File: config.mk
export PLATFORM = sky130hd
export DESIGN_NAME = cam_duty_pattern_detector_core
export DESIGN_NICKNAME = d
export VERILOG_FILES = /design/src/design/cdpd_pkg.sv /design/src/design/cam_duty_pattern_detector_core.sv
export SDC_FILE = /design/constraint.sdc
export NUM_CORES = 1
export LEC_CHECK = 0
export ABC_AREA = 1
export BUFFER_PORTS_ARGS = -buffer_cell sky130_fd_sc_hd__buf_2
export CAP_MARGIN = 30
export CORE_MARGIN = 8
export CORE_UTILIZATION = 50
export DETAILED_ROUTE_END_ITERATION = 12
export GPL_TIMING_DRIVEN = 0
export PLACE_DENSITY_LB_ADDON = 0.15
export SLEW_MARGIN = 30
export SYNTH_ARGS = -nofsm -noshare
export SYNTH_HDL_FRONTEND = slang
export SYNTH_SLANG_ARGS = --single-unit
File: constraint.sdc
create_clock -name i_clk -period 5.6 [get_ports i_clk]
set_input_delay 0.56 -clock i_clk [delete_from_list [all_inputs] [get_ports i_clk]]
set_output_delay 0.56 -clock i_clk [all_outputs]
set_load 0.02 [all_outputs]
File: src/design/cdpd_pkg.sv
// types and constants shared by the cam duty pattern detector files
package cdpd_pkg;

    localparam int RING_DEPTH = 8;
    localparam int DIV_STEPS  = 31;
    localparam int BOUND_W    = 56;
    localparam int CFG_IDX_W  = 2;

    localparam logic [6:0] DUTY_FULL  = 7'd100;
    localparam logic [2:0] CODE_NONE  = 3'd4;
    localparam logic [2:0] MIN_PULSES = 3'd4;
    localparam logic [2:0] PC_RESET   = 3'd4;

    localparam logic [CFG_IDX_W-1:0] REG_PULSE_COUNT = 2'd0;
    localparam logic [CFG_IDX_W-1:0] REG_DUTY_LOW    = 2'd1;
    localparam logic [CFG_IDX_W-1:0] REG_DUTY_HIGH   = 2'd2;

    typedef struct packed {
        logic [23:0] pulse_period;
        logic [23:0] off_period;
    } t_in_req;

    typedef struct packed {
        logic [6:0] duty_percent;
        logic [2:0] cylinder_code;
    } t_out_req;

    typedef logic [6:0] t_duty;

endpackage

File: src/design/cam_duty_pattern_detector_core.sv
// cam duty pattern detector: bit-serial duty divider and serial window search
// a request passes through the divider steps, one ring update, one to four window starts
// and one output load before its result is valid; the divider gives one bit per cycle
// a new request is taken only in idle, after the previous result has been loaded
// a finished result waits in the output register while the next request is taken
// reset: synchronous active low, clears control, duty ring and config registers
module cam_duty_pattern_detector_core (
    input  logic                             i_clk,
    input  logic                             i_rst_n,
    input  logic                             i_in_valid,
    output logic                             o_in_stall,
    input  cdpd_pkg::t_in_req                i_in_data,
    output logic                             o_out_valid,
    input  logic                             i_out_stall,
    output cdpd_pkg::t_out_req               o_out_data,
    input  logic                             i_cfg_valid,
    output logic                             o_cfg_ready,
    input  logic [cdpd_pkg::CFG_IDX_W-1:0]   i_cfg_index,
    input  logic [cdpd_pkg::BOUND_W-1:0]     i_cfg_data
);
    import cdpd_pkg::*;

    localparam logic [2:0] ST_IDLE = 3'd0;
    localparam logic [2:0] ST_DIV  = 3'd1;
    localparam logic [2:0] ST_FIN  = 3'd2;
    localparam logic [2:0] ST_SRCH = 3'd3;
    localparam logic [2:0] ST_DONE = 3'd4;

    logic [2:0]         r_state;
    logic [2:0]         r_pc;
    logic [BOUND_W-1:0] r_dlo;
    logic [BOUND_W-1:0] r_dhi;
    t_duty              r_ring [RING_DEPTH];
    t_duty              r_scan [RING_DEPTH];
    logic [30:0]        r_num;
    logic [23:0]        r_per;
    logic [23:0]        r_rem;
    logic [6:0]         r_quo;
    logic               r_ovf;
    logic [4:0]         r_cnt;
    logic [1:0]         r_start;
    t_duty              r_duty;
    logic               r_out_valid;
    t_out_req           r_out;
    logic [2:0]         r_code;

    logic [24:0] rem_sh;
    logic [24:0] rem_diff;
    logic        rem_ge;
    t_duty       n_duty;
    logic [2:0]  pc_eff;
    logic [1:0]  start_last;
    logic        win_ok;
    logic        in_take;

    assign o_cfg_ready = 1'b1;
    assign o_in_stall  = (r_state != ST_IDLE);
    assign in_take     = i_in_valid && (r_state == ST_IDLE);
    assign o_out_valid = r_out_valid;
    assign o_out_data  = r_out;

    assign rem_sh   = {r_rem, r_num[30]};
    assign rem_diff = rem_sh - {1'b0, r_per};
    assign rem_ge   = (rem_sh >= {1'b0, r_per});

    always_comb begin
        if (r_per == '0) begin
            n_duty = '0;
        end else if (r_ovf || (r_quo > DUTY_FULL)) begin
            n_duty = DUTY_FULL;
        end else begin
            n_duty = r_quo;
        end
    end

    assign pc_eff     = (r_pc < MIN_PULSES) ? MIN_PULSES : r_pc;
    assign start_last = 2'(3'd7 - pc_eff);

    always_comb begin
        win_ok = 1'b1;
        for (int k = 0; k < RING_DEPTH - 1; k++) begin
            if (3'(k) < pc_eff) begin
                if (({1'b0, r_scan[k]} < r_dlo[8*k +: 8]) ||
                    ({1'b0, r_scan[k]} > r_dhi[8*k +: 8])) begin
                    win_ok = 1'b0;
                end
            end
        end
    end

    // config registers
    always_ff @(posedge i_clk) begin
        if (!i_rst_n) begin
            r_pc  <= PC_RESET;
            r_dlo <= '0;
            r_dhi <= '0;
        end else if (i_cfg_valid && o_cfg_ready) begin
            case (i_cfg_index)
                REG_PULSE_COUNT: r_pc  <= i_cfg_data[2:0];
                REG_DUTY_LOW:    r_dlo <= i_cfg_data;
                REG_DUTY_HIGH:   r_dhi <= i_cfg_data;
                default:         ;
            endcase
        end
    end

    // control and duty ring
    always_ff @(posedge i_clk) begin
        if (!i_rst_n) begin
            r_state     <= ST_IDLE;
            r_out_valid <= 1'b0;
            r_cnt       <= '0;
            r_start     <= '0;
            for (int i = 0; i < RING_DEPTH; i++) begin
                r_ring[i] <= '0;
            end
        end else begin
            if ((r_state == ST_DONE) && (!r_out_valid || !i_out_stall)) begin
                r_out_valid <= 1'b1;
            end else if (r_out_valid && !i_out_stall) begin
                r_out_valid <= 1'b0;
            end
            case (r_state)
                ST_IDLE: begin
                    if (in_take) begin
                        r_cnt   <= '0;
                        r_state <= ST_DIV;
                    end
                end
                ST_DIV: begin
                    r_cnt <= r_cnt + 5'd1;
                    if (r_cnt == 5'(DIV_STEPS - 1)) begin
                        r_state <= ST_FIN;
                    end
                end
                ST_FIN: begin
                    for (int i = 0; i < RING_DEPTH - 1; i++) begin
                        r_ring[i] <= r_ring[i+1];
                    end
                    r_ring[RING_DEPTH-1] <= n_duty;
                    r_start <= '0;
                    r_state <= ST_SRCH;
                end
                ST_SRCH: begin
                    if (win_ok || (r_start == start_last)) begin
                        r_state <= ST_DONE;
                    end else begin
                        r_start <= r_start + 2'd1;
                    end
                end
                ST_DONE: begin
                    if (!r_out_valid || !i_out_stall) begin
                        r_state <= ST_IDLE;
                    end
                end
                default: r_state <= ST_IDLE;
            endcase
        end
    end

    // divider and search datapath
    always_ff @(posedge i_clk) begin
        case (r_state)
            ST_IDLE: begin
                if (in_take) begin
                    r_num <= 31'(i_in_data.off_period) * 31'(DUTY_FULL);
                    r_per <= i_in_data.pulse_period;
                    r_rem <= '0;
                    r_quo <= '0;
                    r_ovf <= 1'b0;
                end
            end
            ST_DIV: begin
                r_num <= {r_num[29:0], 1'b0};
                r_rem <= rem_ge ? rem_diff[23:0] : rem_sh[23:0];
                r_quo <= {r_quo[5:0], rem_ge};
                r_ovf <= r_ovf | r_quo[6];
            end
            ST_FIN: begin
                r_duty <= n_duty;
                for (int i = 0; i < RING_DEPTH - 1; i++) begin
                    r_scan[i] <= r_ring[i+1];
                end
                r_scan[RING_DEPTH-1] <= n_duty;
            end
            ST_SRCH: begin
                if (win_ok) begin
                    r_code <= 3'(2'd3 - r_start);
                end else if (r_start == start_last) begin
                    r_code <= CODE_NONE;
                end else begin
                    for (int i = 0; i < RING_DEPTH - 1; i++) begin
                        r_scan[i] <= r_scan[i+1];
                    end
                end
            end
            ST_DONE: begin
                if (!r_out_valid || !i_out_stall) begin
                    r_out.duty_percent  <= r_duty;
                    r_out.cylinder_code <= r_code;
                end
            end
            default: ;
        endcase
    end

endmodule

# Word-level counts from Yosys, hierarchy flattened
# Memory sizes are Yosys's and may differ from the RTL's.
# Index checks and enable logic that the tools add are counted.
[classes]
add_sub_neg = 5
bitwise = 16
n_shift = 0
n_lt_le_gt_ge = 24
n_reduce_logical = 32
div_mod_pow = 0
multipliers = 1
mux = 63
eq_ne = 13
[op_table]
columns = ["cell", "n"]
rows = [
  ["$mux W7", 18],
  ["$pmux W31 S2", 1],
  ["$gt A7 B8 Y1", 7],
  ["$lt A7 B8 Y1", 7],
  ["$mux W24", 2],
  ["$pmux W24 S2", 1],
  ["$mux W31", 1],
  ["$mul A24 B5 Y29 const B", 1],
  ["$mux W1", 26],
  ["$ge A25 B24 Y1", 1],
  ["$logic_not A24 Y1", 1],
  ["$sub A24 B24 Y24", 1],
  ["$mux W3", 7],
  ["$or A1 B1 Y1", 16],
  ["$reduce_and A2 Y1", 8],
  ["$pmux W3 S5", 1],
  ["$pmux W7 S2", 1],
  ["$logic_or A1 B1 Y1", 10],
  ["$pmux W5 S2", 1],
  ["$lt A3 B3 Y1 const A", 3],
  ["$ne A2 B2 Y1 const B", 4],
  ["$reduce_bool A2 Y1", 4],
  ["$gt A7 B7 Y1 const B", 1],
  ["$eq A3 B2 Y1 const B", 2],
  ["24 further kinds", 29],
]
[totals]
output_inout_bits = 13
register_bits = 233
latchBits = 0
mem_bits_ro = 0
n_memories = 2
ramBits = 112
[memory_table]
columns = ["name", "words", "width", "read_ports", "rd_clocked_by_memory_dff", "write_ports", "line", "rtl"]
rows = [
  ["r_ring", 8, 7, 7, 0, 8, "cam_duty_pattern_detector_core.sv:33", "t_duty r_ring [RING_DEPTH];"],
  ["r_scan", 8, 7, 8, 0, 8, "cam_duty_pattern_detector_core.sv:34", "t_duty r_scan [RING_DEPTH];"],
]

# Logic depth before layout (Yosys ltp)
# An unclocked memory read counts as a cell.
[depth]
ltp_word = 21
mapped_depth = 21

# Worst setup path after synthesis
# No wires, ideal clock.
[synth_path]
path_type = "register -> register"
start = "register r_state[2]"
end = "register r_num[10] (enable)"
stages_incl_launch_ff = 6
synth_period_minus_slack_ns = 3.667
t_required_ns = 5.184
setup_time_ns = 0.416
n_path_buf = 0
setup_slack_ns = 1.933
arrival_time_ns = 3.252
path_cell_list = "dfxtp_1 nor2_1 nand2_1 nor2_1 nor2_1 inv_1"
[synth_between]
elab_chain_len = 4
elab_cells_between_ends = 6
cone_classes = "eq/ne: 2; reduce/logical: 4"
[synth_rtl]
columns = ["element", "line", "rtl"]
rows = [
  ["from (decl)", "cam_duty_pattern_detector_core.sv:29", "logic [2:0] r_state;"],
  ["from (signal assigned)", "cam_duty_pattern_detector_core.sv:110", "r_state <= ST_IDLE;"],
  ["from (signal assigned)", "cam_duty_pattern_detector_core.sv:127", "r_state <= ST_DIV;"],
  ["from (signal assigned)", "cam_duty_pattern_detector_core.sv:133", "r_state <= ST_FIN;"],
  ["$logic_not A3 Y1", "cam_duty_pattern_detector_core.sv:58, cam_duty_pattern_detector_core.sv:163", ""],
  ["$logic_and A1 B1 Y1", "cam_duty_pattern_detector_core.sv:58", "assign in_take = i_in_valid && (r_state == ST_IDLE);"],
  ["$ne A2 B2 Y1 (no line)", "-", ""],
  ["$reduce_and A2 Y1 (no line) (*)", "-", ""],
  ["to (signal assigned)", "cam_duty_pattern_detector_core.sv:166", "r_num <= 31'(i_in_data.off_period) * 31'(DUTY_FULL);"],
  ["to (signal assigned)", "cam_duty_pattern_detector_core.sv:174", "r_num <= {r_num[29:0], 1'b0};"],
  ["to (decl)", "cam_duty_pattern_detector_core.sv:35", "logic [30:0] r_num;"],
]
# Every way passes the cells marked *; elsewhere a longest branch is shown, timed or not.
# A chain may end at the register's enable or synchronous reset.

# Worst setup path in the final report
[layout_path]
start = "input i_in_data[3] in the netlist's numbering"
end = "register r_num[26] (data pin)"
[layout_between]
elab_chain_len = 3
[layout_rtl]
columns = ["element", "line", "rtl"]
rows = [
  ["from (decl)", "cam_duty_pattern_detector_core.sv:12", "input cdpd_pkg::t_in_req i_in_data,"],
  ["$mul A24 B5 Y29", "cam_duty_pattern_detector_core.sv:166", ""],
  ["$mux W31", "cam_duty_pattern_detector_core.sv:165", "if (in_take) begin"],
  ["$pmux W31 S2", "cam_duty_pattern_detector_core.sv:163", "case (r_state)"],
]
# Every way passes these cells. The select of a mux whose other input is x is not followed.

==> run_results.csv <==
group,metric,value,unit
setup_path,path_max_fanout,5,
clock_network,cts-resized-gates,0,
sta,max_freq,288,MHz
clock_network,cts_sinks,329,
power_and_ir_drop,p_int,5.25,mW
job,max_cap_viol_count,0,
finish,fin_util,57.5,%
synthesis,ys_seq_elements,329,
synthesis,netlist_instances,2131,
setup_path,path_class,"input port to flip-flop",
synthesis,netlist_top_cells_area,"edfxtp_1 (33%), dfxtp_1 (14%), ha_1 (13%)",
drt,drc,0,
sta,hold_violations,0,
sta,setup_ws,2.13,ns
sta,finClkSkew,0.0252,ns
power_and_ir_drop,leakage,9.43,nW
synthesis,syn-num-nets,2455,
worst_hold_path,hold_depth,1,
drt,first_iter_violations,656,
setup_path,arrival,3.74,ns
setup_path,worstPathRequired,5.86,ns
synthesis,synth-main-ff-cell,"edfxtp_1",
place,dp.cells,2724,
synthesis,synth_seq_area_share,46.2,%
grt,grt_pass1_wl,73000,microns
floorplanning,core,36700,sq um
synthesis,synthArstFlopShare,0,%
synthesis,yosysTopAreaCell,"edfxtp_1",
synthesis,synth_edf_count,203,
power_and_ir_drop,vdd_drop_max,0.360,mV
finish,syn_to_final_growth,13.2,%
synthesis,ys_warn_count,0,
drt,ant_nets,0,
power_and_ir_drop,switching_power,2.64,mW
sta,final_max_slew_viol_count,0,
drt,drt-vias-per-instance,5.21,
floorplanning,die_w,209,microns
grt,overflow,0,
sta,setup_viol_count_final,0,
clock_network,cts_buffers,36,
clock_network,post-cts-setup-buffer-count,0,
finish,layout_common_cells,"inv_1 (365), nand2_1 (351), edfxtp_1 (203), a21oi_1 (201), o21ai_0 (195)",
clock_network,cts_tree,"yes",
clock_network,clk_latency,0.53,ns
clock_network,htreeDepth,2,
place,place_ws,1.59,ns
floorplanning,die_h,209,microns
synthesis,ys_types,50,
power_and_ir_drop,clockPowerShare,29.1,%
floorplanning,io_pins,124,
place,place_congestion,0.903,
finish,final_common_cell,"inv_1",
power_and_ir_drop,combPwrFrac,29.9,%
synthesis,syn_area,18700,sq um
floorplanning,rows,70,
sta,period_minus_slack,3.47,ns
power_and_ir_drop,power,7.89,mW
grt,antenna_found_initial,1,
clock_network,root_buffer,"clkbuf_16",
finish,fin_area,21100,sq um
sta,maxSlewHeadroom,42.9,%
worst_hold_path,hp-class,"input port to flip-flop",
sta,rsz0062_at_grt,"no",
drt,via_count,14600,
sta,period_share,62.1,%
clock_network,cts.path.max_buffers,3,
sta,setup_tns,0,ns
floorplanning,start_util,50.8,%
floorplanning,dieArea,43700,sq um
sta,hold_slack,0.213,ns
grt,grtUsageTotal,20.5,%
place,placed_cell_area,20000,sq um
place,port_buffers,121,
clock_network,clkTransAtPathRegs,0.06,ns
setup_path,endpoint_kind,"flip-flop",
finish,nets,2618,
drt,drtPass1Iterations,7,
outcome,status,"finished, final reports clean",
synthesis,synth_area_per_cell,8.75,sq um
grt,grt_max_degree,47,
drt,wl,45400,microns
power_and_ir_drop,p_sw_share,33.5,%
setup_path,reg2reg_depth,16,
power_and_ir_drop,power_density,374,nW/um^2
power_and_ir_drop,seqPwrFrac,40.9,%
setup_path,crit_path_start_kind,"input port",
grt,grt_pass1_vias,14800,
finish,drive_above_1_share,10.0,%
place,dp_hpwl,35400,microns
synthesis,netlist.area_leader.share,32.7,%
drt,routedWlPerCell,16.3,microns
clock_network,hold_buffers,0,
sta,max_slew.worst_pin.slew,0.857,ns
finish,stdcell_count,2791,
==> power groups by stage <==
stage          combinational [mW]  sequential, mW  clock (mW)
2_1_floorplan                1.74            3.22           0
3_3_place_gp                 2.29            3.29           0
3_5_place_dp                 2.37            3.28           0
4_1_cts                      2.39            3.23        2.35
5_1_grt                      2.71            3.27        2.43
6_report                     2.36            3.23        2.30
==> synth_stat cells (all sizes together), types with 9 or more instances <==
cell type  count
edfxtp       203
nor4          13
nand2        353
xor2          16
clkbuf        53
nand4         19
dfxtp        126
or2            9
nor2         161
nand3         43
nor3          25
a21oi        204
o21ai        230
ha           193
a21o          11
xnor2         19
inv          373
buf           15
fa            20
a31oi          9
==> path summary, 6_finish.rpt <==
check	from	end	slack, ns
max	i_in_data[3]	r_num[26]	2.13
min reg2reg	r_code[1]	o_out_data[1]	0.42
max reg2reg	r_scan[0][5]	r_scan[0][6]	2.59
min	i_in_data[28]	r_per[4]	0.21
==> critical path, cell delays in order <==
cell and delay (ns):
buf_2 0.14, ha_1 0.31, ha_1 0.28, inv_1 0.05
fa_1 0.51, inv_1 0.04, ha_1 0.35, a21oi_1 0.21
o21ai_0 0.12, a21oi_2 0.17, inv_1 0.11, a21oi_1 0.17
inv_2 0.06, a21oi_1 0.21, o21ai_1 0.10, or2_0 0.20
nand3_1 0.08, nand2_1 0.06
==> routing by layer <==
metal / part of all wire, % / vias to the layer above / track usage [%]
li1: - / 7415 / -
met1: 41 / 6782 / 23.2
met2: 52 / 257 / 38.4
met3: 4.1 / 97 / 3.11
met4: 3.2 / 2 / 7.27
met5: 0.024 / - / 0
==> cell families (layout without fill, tap and decap cells) <==
group                      after synthesis  count (layout)  synth area share (%)
AOI/OAI and AO/OA                      482             482                  13.9
xor gates and xnor gates                35              35                  1.64
adders and majority gates              213             213                  15.1
buffers and inverters                  441             632                  9.16
DFF                                    329             329                  46.2
other                                    1               2                0.0201
and+or+nand+nor                        630             630                  14.0
==> sequential cells by signal, summed over array words and instances (netlist names) <==
name         flops
r_duty           7
r_scan          49
r_pc             3
r_ring          49
r_quo            7
o_out_valid      1
r_rem           24
r_ovf            1
r_code           3
r_per           24
r_state          3
r_num           29
r_dlo           56
r_start          2
r_cnt            5
o_out_data      10
r_dhi           56
==> area by class of cell <==
type,count,area (sq um)
multi-input cells,1361,8350
flip-flops and latches,329,8620
plain buffers,68,308
well taps,468,586
fillers,3367,15600
diodes,1,2.50
clock buffers,56,1050
repair buffers,125,701
clock inverters,10,90.1
inverters,373,1400
Note: power is estimated with default switching activity, not from simulation.
